`src/rtl/lirs_pkg.sv`:
```
package lirs_pkg;

	// Default widths of the configurable datapath
	localparam int SAMPLE_WIDTH_DEF = 24;
	localparam int FRAC_BITS_DEF    = 16;
	localparam int COUNT_WIDTH_DEF  = 16;

	// Fixed by the register map
	localparam int STEP_WIDTH    = 24;
	localparam int STEP_RESET    = 65536;
	localparam int OUTLEN_RESET  = 2;
	localparam int MAX_INTERP    = 63;
	localparam int NCNT_WIDTH    = $clog2(MAX_INTERP + 1);
	localparam int CFG_IDX_WIDTH = 1;

	// Configuration register indexes
	localparam logic [CFG_IDX_WIDTH-1:0] REG_STEP       = 1'b0;
	localparam logic [CFG_IDX_WIDTH-1:0] REG_OUT_LENGTH = 1'b1;

	// Microcode addresses
	localparam int UA_WIDTH = 3;
	typedef enum logic [UA_WIDTH-1:0] {
		UA_IDLE,
		UA_CHECK,
		UA_MUL,
		UA_ADV,
		UA_EMIT,
		UA_POSFIX,
		UA_FINAL
	} uaddr_t;

	// Jump conditions
	typedef enum logic [2:0] {
		JC_NEXT,
		JC_ALWAYS,
		JC_LOOP,
		JC_NO_LOOP,
		JC_NOT_LAST
	} jcond_t;

	typedef struct packed {
		logic   wait_in;
		logic   wait_out;
		logic   ld_in;
		logic   ld_diff;
		logic   ld_mul;
		logic   ld_val;
		logic   emit_interp;
		logic   fix_pos;
		logic   emit_final;
		jcond_t jcond;
		uaddr_t target;
	} ctl_word_t;

	typedef struct packed {
		logic src_valid;
		logic slot_free;
		logic loop_ok;
		logic last;
		logic have_prev;
	} stat_t;

	// Control store
	function automatic ctl_word_t ucode_word(uaddr_t addr);
		ctl_word_t w;
		w = '0;
		w.jcond  = JC_NEXT;
		w.target = UA_IDLE;
		case (addr)
			UA_IDLE: begin
				w.wait_in = 1'b1;
				w.ld_in   = 1'b1;
			end
			UA_CHECK: begin
				w.ld_diff = 1'b1;
				w.jcond   = JC_NO_LOOP;
				w.target  = UA_POSFIX;
			end
			UA_MUL: begin
				w.ld_mul = 1'b1;
			end
			UA_ADV: begin
				w.ld_val = 1'b1;
			end
			UA_EMIT: begin
				w.wait_out    = 1'b1;
				w.emit_interp = 1'b1;
				w.jcond       = JC_LOOP;
				w.target      = UA_MUL;
			end
			UA_POSFIX: begin
				w.fix_pos = 1'b1;
				w.jcond   = JC_NOT_LAST;
				w.target  = UA_IDLE;
			end
			UA_FINAL: begin
				w.wait_out   = 1'b1;
				w.emit_final = 1'b1;
				w.jcond      = JC_ALWAYS;
				w.target     = UA_IDLE;
			end
			default: begin
				w.jcond  = JC_ALWAYS;
				w.target = UA_IDLE;
			end
		endcase
		return w;
	endfunction

endpackage

```
`src/rtl/lirs_src_if.sv`:
```
interface lirs_src_if #(
	parameter int SAMPLE_WIDTH = lirs_pkg::SAMPLE_WIDTH_DEF
);
	logic                           valid;
	logic                           ready;
	logic signed [SAMPLE_WIDTH-1:0] in_sample;
	logic                           in_last;

	modport source(output valid, output in_sample, output in_last, input ready);
	modport sink(input valid, input in_sample, input in_last, output ready);
endinterface

```
`src/rtl/lirs_dst_if.sv`:
```
interface lirs_dst_if #(
	parameter int SAMPLE_WIDTH = lirs_pkg::SAMPLE_WIDTH_DEF
);
	logic                           valid;
	logic                           ready;
	logic signed [SAMPLE_WIDTH-1:0] out_sample;
	logic                           run_end;
	logic                           block_end;

	modport source(output valid, output out_sample, output run_end, output block_end,
		input ready);
	modport sink(input valid, input out_sample, input run_end, input block_end,
		output ready);
endinterface

```
`src/rtl/lirs_cfg_if.sv`:
```
interface lirs_cfg_if #(
	parameter int DATA_WIDTH = lirs_pkg::STEP_WIDTH
);
	logic                                   valid;
	logic                                   ready;
	logic [lirs_pkg::CFG_IDX_WIDTH-1:0]     index;
	logic [DATA_WIDTH-1:0]                  data;

	modport source(output valid, output index, output data, input ready);
	modport sink(input valid, input index, input data, output ready);
endinterface

```
`src/rtl/lirs_sequencer.sv`:
```
module lirs_sequencer (
	input  logic                clk,
	input  logic                arst_n,
	input  lirs_pkg::stat_t     stat,
	output lirs_pkg::ctl_word_t ctl,
	output logic                go
);
	import lirs_pkg::*;

	uaddr_t upc_q;
	uaddr_t upc_d;
	logic   stall;
	logic   take;

	assign ctl   = ucode_word(upc_q);
	assign stall = (ctl.wait_in && !stat.src_valid) || (ctl.wait_out && !stat.slot_free);
	assign go    = !stall;

	always_comb begin
		case (ctl.jcond)
			JC_NEXT:     take = 1'b0;
			JC_ALWAYS:   take = 1'b1;
			JC_LOOP:     take = stat.loop_ok;
			JC_NO_LOOP:  take = !stat.loop_ok;
			JC_NOT_LAST: take = !stat.last;
			default:     take = 1'b1;
		endcase
		if (stall) begin
			upc_d = upc_q;
		end else if (take) begin
			upc_d = ctl.target;
		end else begin
			upc_d = uaddr_t'(upc_q + UA_WIDTH'(1));
		end
	end

	always_ff @(posedge clk or negedge arst_n) begin
		if (!arst_n) begin
			upc_q <= UA_IDLE;
		end else begin
			upc_q <= upc_d;
		end
	end

endmodule

```
`src/rtl/lirs_datapath.sv`:
```
module lirs_datapath #(
	parameter int SAMPLE_WIDTH = lirs_pkg::SAMPLE_WIDTH_DEF,
	parameter int FRAC_BITS    = lirs_pkg::FRAC_BITS_DEF,
	parameter int COUNT_WIDTH  = lirs_pkg::COUNT_WIDTH_DEF
) (
	input  logic                clk,
	input  logic                arst_n,
	input  lirs_pkg::ctl_word_t ctl,
	input  logic                go,
	output lirs_pkg::stat_t     stat,
	lirs_src_if.sink            src,
	lirs_dst_if.source          dst,
	lirs_cfg_if.sink            cfg
);
	import lirs_pkg::*;

	localparam int PW  = ((STEP_WIDTH > FRAC_BITS) ? STEP_WIDTH : FRAC_BITS + 1) + 1;
	localparam int DW  = SAMPLE_WIDTH + 1;
	localparam int PRW = DW + FRAC_BITS + 1;
	localparam int SHW = PRW - FRAC_BITS;
	localparam logic [PW-1:0]  ONE_POS  = PW'(1) << FRAC_BITS;
	localparam logic [PRW-1:0] HALF_POS = PRW'(1) << (FRAC_BITS - 1);

	// Configuration
	logic [STEP_WIDTH-1:0]  step_q;
	logic [COUNT_WIDTH-1:0] out_length_q;
	logic [COUNT_WIDTH-1:0] limit;

	// Block state
	logic signed [SAMPLE_WIDTH-1:0] prev_q;
	logic                           have_prev_q;
	logic [PW-1:0]                  pos_q;
	logic [COUNT_WIDTH-1:0]         done_q;
	logic [NCNT_WIDTH-1:0]          n_q;

	// Working registers
	logic signed [SAMPLE_WIDTH-1:0] cur_q;
	logic                           last_q;
	logic signed [DW-1:0]           diff_q;
	logic signed [PRW-1:0]          prod_s1;
	logic signed [SAMPLE_WIDTH-1:0] val_q;

	// Output register
	logic                           out_valid_q;
	logic signed [SAMPLE_WIDTH-1:0] out_sample_q;
	logic                           run_end_q;
	logic                           block_end_q;

	logic signed [FRAC_BITS:0] frac;
	logic signed [PRW-1:0]     rounded;
	logic signed [SHW-1:0]     shifted;
	logic signed [SHW-1:0]     interp;
	logic                      loop_ok;
	logic                      slot_free;

	assign limit = (out_length_q == '0) ? '0 : out_length_q - COUNT_WIDTH'(1);
	assign loop_ok = have_prev_q && (n_q < NCNT_WIDTH'(MAX_INTERP)) && (done_q < limit)
		&& (pos_q < ONE_POS);
	assign slot_free = !out_valid_q || dst.ready;

	assign frac    = $signed({1'b0, pos_q[FRAC_BITS-1:0]});
	assign rounded = prod_s1 + $signed(HALF_POS);
	assign shifted = SHW'(rounded >>> FRAC_BITS);
	assign interp  = SHW'(prev_q) + shifted;

	assign stat.src_valid = src.valid;
	assign stat.slot_free = slot_free;
	assign stat.loop_ok   = loop_ok;
	assign stat.last      = last_q;
	assign stat.have_prev = have_prev_q;

	assign src.ready      = ctl.wait_in;
	assign cfg.ready      = 1'b1;
	assign dst.valid      = out_valid_q;
	assign dst.out_sample = out_sample_q;
	assign dst.run_end    = run_end_q;
	assign dst.block_end  = block_end_q;

	always_ff @(posedge clk or negedge arst_n) begin
		if (!arst_n) begin
			step_q       <= STEP_WIDTH'(STEP_RESET);
			out_length_q <= COUNT_WIDTH'(OUTLEN_RESET);
			prev_q       <= '0;
			have_prev_q  <= 1'b0;
			pos_q        <= '0;
			done_q       <= '0;
			n_q          <= '0;
			out_valid_q  <= 1'b0;
		end else begin
			if (cfg.valid) begin
				case (cfg.index)
					REG_STEP:       step_q <= cfg.data[STEP_WIDTH-1:0];
					REG_OUT_LENGTH: out_length_q <= cfg.data[COUNT_WIDTH-1:0];
					default:        ;
				endcase
			end
			if (go && (ctl.emit_interp || ctl.emit_final)) begin
				out_valid_q <= 1'b1;
			end else if (dst.ready) begin
				out_valid_q <= 1'b0;
			end
			if (go) begin
				if (ctl.ld_in) begin
					n_q <= '0;
				end
				if (ctl.ld_val) begin
					pos_q  <= pos_q + PW'(step_q);
					done_q <= done_q + COUNT_WIDTH'(1);
					n_q    <= n_q + NCNT_WIDTH'(1);
				end
				if (ctl.fix_pos) begin
					pos_q       <= (pos_q >= ONE_POS) ? pos_q - ONE_POS : '0;
					prev_q      <= cur_q;
					have_prev_q <= 1'b1;
				end
				if (ctl.emit_final) begin
					prev_q      <= '0;
					have_prev_q <= 1'b0;
					pos_q       <= '0;
					done_q      <= '0;
				end
			end
		end
	end

	always_ff @(posedge clk) begin
		if (go) begin
			if (ctl.ld_in) begin
				cur_q  <= src.in_sample;
				last_q <= src.in_last;
			end
			if (ctl.ld_diff) begin
				diff_q <= DW'(cur_q) - DW'(prev_q);
			end
			if (ctl.ld_mul) begin
				prod_s1 <= PRW'(diff_q) * PRW'(frac);
			end
			if (ctl.ld_val) begin
				val_q <= interp[SAMPLE_WIDTH-1:0];
			end
			if (ctl.emit_interp) begin
				out_sample_q <= val_q;
				run_end_q    <= !loop_ok && !last_q;
				block_end_q  <= 1'b0;
			end
			if (ctl.emit_final) begin
				out_sample_q <= cur_q;
				run_end_q    <= 1'b1;
				block_end_q  <= 1'b1;
			end
		end
	end

endmodule

```
`src/rtl/linear_interp_resampler_top.sv`:
```
// Timing: an input that makes no output retires through the check and posfix steps;
// each interpolated output takes the multiply, round and emit steps on one multiplier,
// and the final copy of a block adds the final step; up to 63 outputs per input.
// A new input waits until the last one is done; output back-pressure stalls emits.
// Reset: arst_n clears the sequencer, block state and output valid at once; step
// returns to 1.0 and out_length to 2.
module linear_interp_resampler_top #(
	parameter int SAMPLE_WIDTH = lirs_pkg::SAMPLE_WIDTH_DEF,
	parameter int FRAC_BITS    = lirs_pkg::FRAC_BITS_DEF,
	parameter int COUNT_WIDTH  = lirs_pkg::COUNT_WIDTH_DEF
) (
	input  logic       clk,
	input  logic       arst_n,
	lirs_src_if.sink   src,
	lirs_dst_if.source dst,
	lirs_cfg_if.sink   cfg
);
	import lirs_pkg::*;

	// Control word of the current microcode step and the datapath status it branches on
	ctl_word_t ctl;
	stat_t     stat;
	logic      go;

	// Step counter and control store: walks the per-input program
	//   idle -> check -> {mul -> adv -> emit}* -> posfix -> [final]
	lirs_sequencer u_seq (
		.clk    (clk),
		.arst_n (arst_n),
		.stat   (stat),
		.ctl    (ctl),
		.go     (go)
	);

	// Datapath: config registers, block state, one multiplier and the output register
	// that holds a finished transaction while the sequencer moves on.
	lirs_datapath #(
		.SAMPLE_WIDTH (SAMPLE_WIDTH),
		.FRAC_BITS    (FRAC_BITS),
		.COUNT_WIDTH  (COUNT_WIDTH)
	) u_dp (
		.clk    (clk),
		.arst_n (arst_n),
		.ctl    (ctl),
		.go     (go),
		.stat   (stat),
		.src    (src),
		.dst    (dst),
		.cfg    (cfg)
	);

	// Input transactions are taken only by the load step
	a_in_at_load: assert property (@(posedge clk) disable iff (!arst_n)
		(src.valid && src.ready) |-> (go && ctl.ld_in))
		else $error("input accepted outside the load step");

	// Never overwrite a result that is still waiting
	a_emit_free: assert property (@(posedge clk) disable iff (!arst_n)
		(go && (ctl.emit_interp || ctl.emit_final)) |-> stat.slot_free)
		else $error("emit while output register is full");

	// Multiply only while the interpolation loop condition holds
	a_mul_loop: assert property (@(posedge clk) disable iff (!arst_n)
		(go && ctl.ld_mul) |-> stat.loop_ok)
		else $error("multiply step outside the output loop");

	// Final copy closes the block
	a_final_clear: assert property (@(posedge clk) disable iff (!arst_n)
		(go && ctl.emit_final) |=> !stat.have_prev)
		else $error("block state not cleared after final copy");

endmodule

```
`src/flat_wrapper.sv`:
```
// flat-port wrapper written by rule: the top's interface ports become plain ports
module linear_interp_resampler_top_flat import lirs_pkg::*;
#(
	parameter int SAMPLE_WIDTH = lirs_pkg::SAMPLE_WIDTH_DEF,
	parameter int FRAC_BITS    = lirs_pkg::FRAC_BITS_DEF,
	parameter int COUNT_WIDTH  = lirs_pkg::COUNT_WIDTH_DEF
)
  (clk, arst_n, src_valid, src_in_sample, src_in_last, src_ready, dst_valid, dst_out_sample, dst_run_end, dst_block_end, dst_ready, cfg_valid, cfg_index, cfg_data, cfg_ready);
  lirs_src_if #(.SAMPLE_WIDTH(SAMPLE_WIDTH)) src_i ();
  lirs_dst_if #(.SAMPLE_WIDTH(SAMPLE_WIDTH)) dst_i ();
  lirs_cfg_if cfg_i ();
  input  logic clk;
  input  logic arst_n;
  input wire logic [$bits(src_i.valid)-1:0] src_valid;
  input wire logic [$bits(src_i.in_sample)-1:0] src_in_sample;
  input wire logic [$bits(src_i.in_last)-1:0] src_in_last;
  output wire logic [$bits(src_i.ready)-1:0] src_ready;
  output wire logic [$bits(dst_i.valid)-1:0] dst_valid;
  output wire logic [$bits(dst_i.out_sample)-1:0] dst_out_sample;
  output wire logic [$bits(dst_i.run_end)-1:0] dst_run_end;
  output wire logic [$bits(dst_i.block_end)-1:0] dst_block_end;
  input wire logic [$bits(dst_i.ready)-1:0] dst_ready;
  input wire logic [$bits(cfg_i.valid)-1:0] cfg_valid;
  input wire logic [$bits(cfg_i.index)-1:0] cfg_index;
  input wire logic [$bits(cfg_i.data)-1:0] cfg_data;
  output wire logic [$bits(cfg_i.ready)-1:0] cfg_ready;
  assign src_i.valid = src_valid;
  assign src_i.in_sample = src_in_sample;
  assign src_i.in_last = src_in_last;
  assign src_ready = src_i.ready;
  assign dst_valid = dst_i.valid;
  assign dst_out_sample = dst_i.out_sample;
  assign dst_run_end = dst_i.run_end;
  assign dst_block_end = dst_i.block_end;
  assign dst_i.ready = dst_ready;
  assign cfg_i.valid = cfg_valid;
  assign cfg_i.index = cfg_index;
  assign cfg_i.data = cfg_data;
  assign cfg_ready = cfg_i.ready;
  linear_interp_resampler_top #(.SAMPLE_WIDTH(SAMPLE_WIDTH), .FRAC_BITS(FRAC_BITS), .COUNT_WIDTH(COUNT_WIDTH)) u_core (.clk(clk), .arst_n(arst_n), .src(src_i), .dst(dst_i), .cfg(cfg_i));
endmodule
```
`config.mk`:
```
export PLATFORM = sky130hd
export DESIGN_NAME = linear_interp_resampler_top_flat
export DESIGN_NICKNAME = d
export VERILOG_FILES = /design/src/rtl/lirs_pkg.sv /design/src/rtl/lirs_src_if.sv /design/src/rtl/lirs_dst_if.sv /design/src/rtl/lirs_cfg_if.sv /design/src/rtl/lirs_sequencer.sv /design/src/rtl/lirs_datapath.sv /design/src/rtl/linear_interp_resampler_top.sv /design/src/flat_wrapper.sv
export SDC_FILE = /design/constraint.sdc
export NUM_CORES = 1
export LEC_CHECK = 0
export BUFFER_PORTS_ARGS = -buffer_cell sky130_fd_sc_hd__clkbuf_2
export CAP_MARGIN = 20
export CORE_ASPECT_RATIO = 1.75
export CORE_UTILIZATION = 45
export DETAILED_ROUTE_END_ITERATION = 8
export PLACE_DENSITY_LB_ADDON = 0.3
export SETUP_SLACK_MARGIN = 0.05
export SYNTH_ARGS = -nofsm -noshare
export SYNTH_HDL_FRONTEND = slang
export SYNTH_SLANG_ARGS = --single-unit
```
`constraint.sdc`:
```
create_clock -name clk -period 13.6 [get_ports clk]
set_clock_uncertainty 0.05 [all_clocks]
set_input_delay 2.04 -clock clk [delete_from_list [all_inputs] [get_ports clk]]
set_output_delay 2.04 -clock clk [all_outputs]
set_load 0.02 [all_outputs]
```
Word-level counts from Yosys, hierarchy flattened
Cells that the tools add are included.
{"block": "totals", "wordCells": 110, "inputBits": 55, "reg_bits": 256}
{"block": "op_classes", "bitwise": 2, "mux": 30, "n_addsub": 9, "eq_ne": 9, "mul": 1, "n_reduce_logical": 38, "n_lt_le_gt_ge": 4}
{"cell": "2-to-1 mux 25 bit", "n": 4}
{"cell": "2-to-1 mux 24 bit", "n": 4}
{"cell": "2-to-1 mux 16 bit", "n": 3}
{"cell": "adder 40 x 17 -> 40 bit (second input constant)", "n": 1}
{"cell": "multiplier 25 x 17 -> 40 bit", "n": 1}
{"cell": "adder 25 x 24 -> 25 bit", "n": 1}
{"cell": ">= comparator 25 x 17 -> 1 bit (second input constant)", "n": 1}
{"cell": "< comparator 25 x 17 -> 1 bit (second input constant)", "n": 1}
{"cell": "subtractor 24 x 24 -> 25 bit", "n": 1}
{"cell": "subtractor 25 x 17 -> 25 bit (second input constant)", "n": 1}
{"cell": "adder 24 bit", "n": 1}
{"cell": "one-hot mux 6 bit (4 select lines)", "n": 1}
{"cell": "AND reduction 2 bit", "n": 11}
{"cell": "adder 16 x 1 -> 16 bit (second input constant)", "n": 1}
{"cell": "logical NOT 16 bit", "n": 1}
{"cell": "< comparator 16 bit", "n": 1}
{"cell": "subtractor 16 x 1 -> 16 bit (second input constant)", "n": 1}
{"cell": "2-to-1 mux 1 bit", "n": 14}
{"cell": "== test 3 x 2 -> 1 bit (second input constant)", "n": 4}
{"cell": "== test 3 bit (second input constant)", "n": 4}
{"cell": "2-to-1 mux 6 bit", "n": 2}
{"cell": "nonzero test 2 bit", "n": 5}
{"cell": "logical AND 1 bit", "n": 7}
{"cell": "adder 6 x 1 -> 6 bit (second input constant)", "n": 1}
{"cell": "12 further kinds", "n": 21}

Longest topological paths before layout
Gate-level depths: netlist (run 1).
{"block": "depth", "word_depth": 8, "depth_mapped": 24}

Modules after synthesis
Synthesis (run 1) repeated with hierarchy kept, for this count alone.
{"block": "hier_totals", "hier_cells": 2713, "area_unflattened_um2": 26885.8}
{"module": "lirs_datapath", "instances": 1, "area_per_inst_um2": 26505.4, "seq_area_each_um2": 6583.8, "cells_each": 2667}
{"module": "lirs_sequencer", "instances": 1, "area_per_inst_um2": 380.4, "seq_area_each_um2": 75.1, "cells_each": 46}

Worst setup path before layout (run 1)
Ideal clock, no wire load.
{"block": "synth_path", "path_kind": "register to register", "start": "register u_core.u_dp.pos_q[3]", "end": "register u_core.u_dp.prod_s1[38], data pin", "period_less_slack_ps": 6681, "stages_incl_launch_ff": 21, "n_path_buf": 2, "arrival_time_ps": 6369, "t_required_ps": 13288, "path_slack_ps": 6919, "cell_sequence": "dfrtp_1 -> clkbuf_1 -> clkbuf_1 -> nand2_1 -> fa_1 -> fa_1 -> inv_1 -> fa_1 -> fa_1 -> fa_1 -> inv_1 -> fa_1 -> inv_1 -> ha_1 -> and4_1 -> a221o_1 -> nand2_1 -> a21bo_2 -> o41ai_1 -> o21bai_1 -> xor2_1"}
{"block": "synth_via", "elab_chain_cells": 1}
{"element": "start, declared", "line": "lirs_datapath.sv:32", "rtl": "logic [PW-1:0] pos_q;"}
{"element": "start signal, assigned", "line": "lirs_datapath.sv:107", "rtl": "pos_q <= pos_q + PW'(step_q);"}
{"element": "start signal, assigned", "line": "lirs_datapath.sv:112", "rtl": "pos_q <= (pos_q >= ONE_POS) ? pos_q - ONE_POS : '0;"}
{"element": "multiplier 25 x 17 -> 40 bit", "line": "lirs_datapath.sv:136", "rtl": "prod_s1 <= PRW'(diff_q) * PRW'(frac);"}
{"element": "end signal, assigned", "line": "lirs_datapath.sv:136"}
{"element": "end, declared", "line": "lirs_datapath.sv:40", "rtl": "logic signed [PRW-1:0] prod_s1;"}
No other way between the ends.
A chain may end at the register's enable or synchronous reset.

Worst setup path in the final report (run 1)
{"block": "layout_path", "start": "register u_core.u_dp.pos_q[2]", "end": "register u_core.u_dp.prod_s1[38], data pin"}
The elaborated chain is that of the path after synthesis.

==> metrics.csv, run 1 <==
metric;value;unit
Worst path max stage delay;1.06;ns
die area;0.0608;mm2
Synth Instances;2745;
initial antenna violation count;0;
Total Neg Setup Slack;0;ns
status;finished clean;
final worst-path cycle share;56.2;%
HP Class;reg2reg;
H-tree Lvls;1;
Die H;325;um
CTS tree;done;
hold path endpoint;u_core.u_dp.prev_q[3];
largest net degree at the start of global routing;68;
critical-path cell list;nand2_1 > fa_1 > fa_1 > fa_1 > inv_1 > fa_1 > fa_1 > inv_1 > fa_1 > inv_1 > ha_1 > a21o_1 > a221o_1 > a31oi_1 > a21oi_1 > nand3b_1 > a21bo_2 > o41ai_1 > o21bai_1 > xor2_1;
Avg Inst Size Synth;9.80;um2
# Post-CTS Setup Buffers;0;
most frequent cell on the critical path;fa_1;
crit start category;register;
# DRC;0;
Clk Latency, worst-skew pair;0.56;ns
min Tclk post-route;7.64;ns
TritonCTS Buffers;23;
syn_nets;3373;
fmax;131;MHz
final setup vio count;0;
Slew HR;27.2;%
Pins Over Slew Limit;0;
Starting Density;45.4;%
DR vias;19144;
Worst Path Max Fanout;28;
Hold Crit Depth;2;
root buffer cell;clkbuf_16;
DRT iter0 DRCs;844;
most frequent cells in the layout;507 x inv_1, 380 x fa_1, 354 x nand2_1;
Wirelength per Cell;18.5;um
YS warnings;0;
first drt pass iteration count;5;
commonest non-fill, non-tap cell in the layout;inv_1;
r2r worst-path depth;20;
global-route wire length before repair;109;mm
Final Hold Fails;0;
Yosys reg bits;241;
Num Clock Sinks;241;
DIE WIDTH;187;um
worst r2r src;u_core.u_dp.pos_q[2];
share of cells above drive strength 1;8.18;%
number of synthesized flops with an enable pin;125;
nature of the critical path endpoint;register;
grt ovf;0;
Worst EP required;13.85;ns
vias in the first global route;21485;
area grow syn2layout;7.39;%
critical path class;reg2reg;
hold path start;u_core.u_dp.prev_q[3];
Antenna Nets Post-Route;0;
Std-Cell Rows;118;
RR Endpoint;u_core.u_dp.prod_s1[38];
Max-cap violations;0;
Top FF cell, synth;edfxtp_1;
Arr. time, crit path;7.88;ns
Top Ports;84;
Placer Congestion;0.898;
Reg clk slew, reported paths;0.08;ns
ANT cells;0;
Netlist cell types;74;
buffers added on ports;82;
hold_buf cts;0;
FFs w/ async S/R, synth;48.1;%
CP max stage cell;dfrtp_1;
Detail Placement HPWL;53.0;mm
total wire length;66.2;mm
post-synthesis cell area;0.0269;mm2
post-synthesis sequential area ratio;24.7;%
core box area;0.0592;mm2
delay-heaviest family, CP;adder cells;
nets;3409;
post_cts resized;0;
Least-Margin Pin Slew;1.09;ns
Via-to-Cell Ratio;5.35;
Clock Path Buffers;3;
CP bufs+invs;3;
unrepaired setup endpoints after global routing;no;
reg2reg setup slack;5.96;ns
Total GRT Usage;22.7;%
-- per-layer routing --
metal / global-route usage (%) / wire length [um] / up-vias
met3: 1.78 / 2050 / 197
li1: - / - / 8784
met2: 44.1 / 36700 / 484
met1: 24.3 / 24200 / 9679
met4: 11.3 / 3270 / 0
met5: 0 / 0 / -
-- metrics by stage --
| step | instances | hold WS, ns | utilization (%) | setup slack (ns) | cell area (um2) |
|---|---|---|---|---|---|
| after floorplan | 2745 | 0.418 | - | 6.92 | 26900 |
| after global placement | 3535 | 0.440 | 47.5 | 6.08 | 28100 |
| after detailed placement | 3535 | 0.453 | 47.5 | 6.04 | 28100 |
| after CTS | 3577 | 0.468 | 48.8 | 6.01 | 28900 |
| after global routing | 3578 | 0.491 | 48.8 | 5.65 | 28900 |
| final | 3578 | 0.467 | 48.8 | 5.96 | 28900 |
-- worst max path at each step --
stage                          from                       to  slack [ns]  depth (start not counted)
2_1_floorplan  u_core.u_dp.pos_q[3]  u_core.u_dp.prod_s1[38]        6.92                         20
3_3_place_gp   u_core.u_dp.pos_q[2]  u_core.u_dp.prod_s1[38]        6.08                         20
3_5_place_dp   u_core.u_dp.pos_q[2]  u_core.u_dp.prod_s1[38]        6.04                         20
4_1_cts        u_core.u_dp.pos_q[2]  u_core.u_dp.prod_s1[38]        6.01                         20
5_1_grt        u_core.u_dp.pos_q[3]  u_core.u_dp.prod_s1[38]        5.65                         20
6_report       u_core.u_dp.pos_q[2]  u_core.u_dp.prod_s1[38]        5.96                         20
-- tightest hold or removal path, stage by stage, from the launching register on --
cell,delay (ns)
dfrtp_1,0.37
nand2_1,0.05
o21ai_0,0.06
-- cell type report --
class	instances	area [um2]
Timing Repair Buffer	105	606
Inverter	507	1900
Tap cell	780	976
Clock inverter	17	163
Fill cell	5418	30300
Sequential cell	241	6660
Multi-Input combinational cell	1903	18000
Clock buffer	25	593
-- logic make-up after synthesis --
family	synth area share (%)
other	0.0139
multiplexers	2.78
AND/OR/NAND/NOR	14.4
adder cells (fa/ha/maj)	37.2
buffers and inverters	8.41
XOR/XNOR	4.59
flip-flops	24.7
AO/OA/AOI/OAI	7.86
-- synth_stat cells (all sizes together), types with 3 or more instances --
| library cell | number | share of area [%] |
|---|---|---|
| a2111oi | 5 | 0.16 |
| a211o | 4 | 0.13 |
| a211oi | 9 | 0.25 |
| a21boi | 5 | 0.14 |
| a21o | 37 | 1.0 |
| a21oi | 69 | 1.3 |
| a221o | 6 | 0.22 |
| a221oi | 5 | 0.16 |
| a22o | 16 | 0.52 |
| a31o | 5 | 0.16 |
| a31oi | 7 | 0.16 |
| and2 | 164 | 3.8 |
| and3 | 17 | 0.40 |
| and4 | 4 | 0.13 |
| buf | 3 | 0.065 |
| clkbuf | 91 | 1.3 |
| dfrtp | 114 | 11 |
| edfxtp | 125 | 14 |
| fa | 380 | 28 |
| ha | 193 | 9.0 |
| inv | 507 | 7.1 |
| mux2 | 62 | 2.6 |
| mux2i | 5 | 0.19 |
| nand2 | 355 | 5.0 |
| nand2b | 20 | 0.46 |
| nand3 | 39 | 0.73 |
| nand4 | 10 | 0.23 |
| nor2 | 104 | 1.5 |
| nor2b | 17 | 0.40 |
| nor3 | 33 | 0.61 |
| nor3b | 4 | 0.11 |
| nor4 | 7 | 0.22 |
| o211ai | 5 | 0.14 |
| o21a | 12 | 0.33 |
| o21ai | 77 | 1.4 |
| o21bai | 14 | 0.39 |
| o22ai | 3 | 0.070 |
| o311ai | 3 | 0.098 |
| o31a | 4 | 0.13 |
| o31ai | 9 | 0.27 |
| o41ai | 3 | 0.098 |
| or2 | 9 | 0.22 |
| or3 | 14 | 0.34 |
| xnor2 | 91 | 3.0 |
| xor2 | 50 | 1.6 |
-- registers in the layout (all words and copies together), names as in the netlist, 3 cells and up --
register,cells
u_core.u_dp.n_q,6
u_core.u_dp.out_length_q,16
u_core.u_dp.done_q,16
u_core.u_dp.diff_q,25
u_core.u_dp.pos_q,25
u_core.u_dp.dst.out_sample,24
u_core.u_dp.prod_s1,25
u_core.u_seq.upc_q,3
u_core.u_dp.val_q,24
u_core.u_dp.prev_q,24
u_core.u_dp.step_q,24
u_core.u_dp.cur_q,24
Power of run 1 is left out: the tool's default activity adds up to more than one toggle a clock period on the data nets, which glitch-free logic cannot reach.
==> inputs of run 2 (changes only) <==
Clock period 13.6 ns to 7.7 ns, I/O delays scaled along.
==> run 2 against run 1 <==
Net effect:
- wire length grew 4.7%
- maximum frequency is 8.8% higher
- global-route usage increased by 1.0 points
- via count rose by 1.1%
- sequential share of layout area shrank 0.093 points
- critical path depth is the same
- first-iteration DRC count increased by 7.1%
- utilization rose by 0.20 points
- non-clock buffer count increased by 18
- count of clock-buffer cells in the layout rose by 1
- final cell count is 0.36% higher
- critical endpoint unchanged
- highest routed layer unchanged
==> metrics.csv, run 2 (same netlist as run 1, synthesis figures left out) <==
metric;value;unit
status;finished clean;
global-route wire length before repair;112;mm
final setup vio count;0;
grt ovf;0;
Top Ports;84;
H-tree Lvls;1;
Total Neg Setup Slack;0;ns
Detail Placement HPWL;55.9;mm
Via-to-Cell Ratio;5.39;
Wirelength per Cell;19.3;um
Antenna Nets Post-Route;0;
worst r2r src;u_core.u_dp.pos_q[4];
Num Clock Sinks;241;
Worst Path Max Fanout;15;
nature of the critical path endpoint;register;
Pins Over Slew Limit;0;
Worst EP required;7.93;ns
buffers added on ports;82;
most frequent cells in the layout;507 x inv_1, 380 x fa_1, 354 x nand2_1;
Largest regs;u_core.u_dp.diff_q: 25 flops, u_core.u_dp.pos_q: 25 flops, u_core.u_dp.prod_s1: 25 flops;
root buffer cell;clkbuf_16;
crit path from;u_core.u_dp.pos_q[4];
unrepaired setup endpoints after global routing;no;
area post-placement;0.0283;mm2
min Tclk post-route;7.02;ns
hold_buf cts;0;
core box area;0.0592;mm2
total wire length;69.3;mm
area grow syn2layout;7.83;%
Starting Density;45.4;%
Clock Path Buffers;3;
HP Class;reg2reg;
Clk Latency, worst-skew pair;0.53;ns
largest net degree at the start of global routing;60;
final worst-path cycle share;91.1;%
Finished Cell Area;0.0290;mm2
first drt pass iteration count;5;
Final Hold Fails;0;
Max-cap violations;0;
critical-path cell list;buf_4 > nand2_1 > fa_1 > fa_1 > inv_1 > fa_1 > fa_1 > fa_1 > inv_1 > fa_1 > inv_1 > ha_1 > and4_1 > a221o_1 > nand2_1 > a21bo_2 > o41ai_1 > buf_4 > o21bai_1 > xor2_1;
crit start category;register;
# Post-CTS Setup Buffers;0;
DIE WIDTH;187;um
nets;3425;
Std-Cell Rows;118;
share of cells above drive strength 1;8.72;%
critical path class;reg2reg;
DRT iter0 DRCs;904;
CP max stage cell;fa_1;
ANT cells;0;
initial antenna violation count;0;
hold path start;u_core.u_dp.n_q[3];
vias in the first global route;21372;
post_cts resized;0;
CTS tree;done;
final hold slack;0.463;ns
fmax;142;MHz
# DRC;0;
Arr. time, crit path;7.25;ns
Least-Margin Pin Slew;1.03;ns
Slew HR;31.5;%
DR vias;19362;
commonest non-fill, non-tap cell in the layout;inv_1;
Total GRT Usage;23.7;%
Placer Congestion;0.937;
Die H;325;um
most frequent cell on the critical path;fa_1;
TritonCTS Buffers;21;
die area;0.0608;mm2
Reg clk slew, reported paths;0.08;ns
Worst path max stage delay;0.74;ns
==> run 2: cell count changes in the layout (fill, tap and decap cells not counted), sizes merged <==
cell      delta
inv          -4
buf         +18
clkinvlp     +2
clkinv       -5
bufinv       +1
clkbuf       +1
==> run 2: worst paths after layout <==
path	end	slack [ns]	cells past startpoint
worst max-delay path	u_core.u_dp.prod_s1[38]	0.68	20
worst min-delay path	u_core.u_dp.n_q[3]	0.46	1
worst max register to register	u_core.u_dp.prod_s1[38]	0.68	20
worst min register to register	u_core.u_dp.n_q[3]	0.46	1
max in group asynchronous	u_core.u_dp.prev_q[18]	5.59	2
min in group asynchronous	u_core.u_dp.done_q[3]	0.63	1
==> run 2: layer usage <==
layer / part of all wire (%) / up-vias / GRT usage, % / wire [um]
met3: 3.3 / 234 / 1.92 / 2290
met1: 36 / 9821 / 24.9 / 24700
met2: 54 / 504 / 44.8 / 37300
met5: 0 / - / 0 / 0
met4: 7.3 / 0 / 15.5 / 5030
li1: - / 8803 / - / -
==> run 2: cell type report <==
class	count	area (um2)
fill	5429	30200
multi-input combinational	1903	18000
sequential	241	6660
inverter	507	1900
tap	780	976
timing repair buffer	123	761
clock buffer	26	574
clock inverter	11	144
==> run 2: stage by stage <==
step                instances  worst slack [ns]  utilization, %
global placement         3551             0.787            47.7
floorplan                2745              1.02               -
finish                   3591             0.682            49.0
global route             3591             0.371            49.0
detailed placement       3553             0.749            47.8
CTS                      3590             0.698            49.0
==> run 2: worst max-delay path, delay by kind of cell, from the launching register on <==
kind / cells / cell delay (ns)
AOI/OAI and AO/OA: 4 / 0.96
xor gates and xnor gates: 1 / 0.14
adders and majority gates: 7 / 3.65
buffers and inverters: 5 / 0.82
DFF: 1 / 0.69
and+or+nand+nor: 3 / 0.43
Power of run 2 is left out for the same reason.
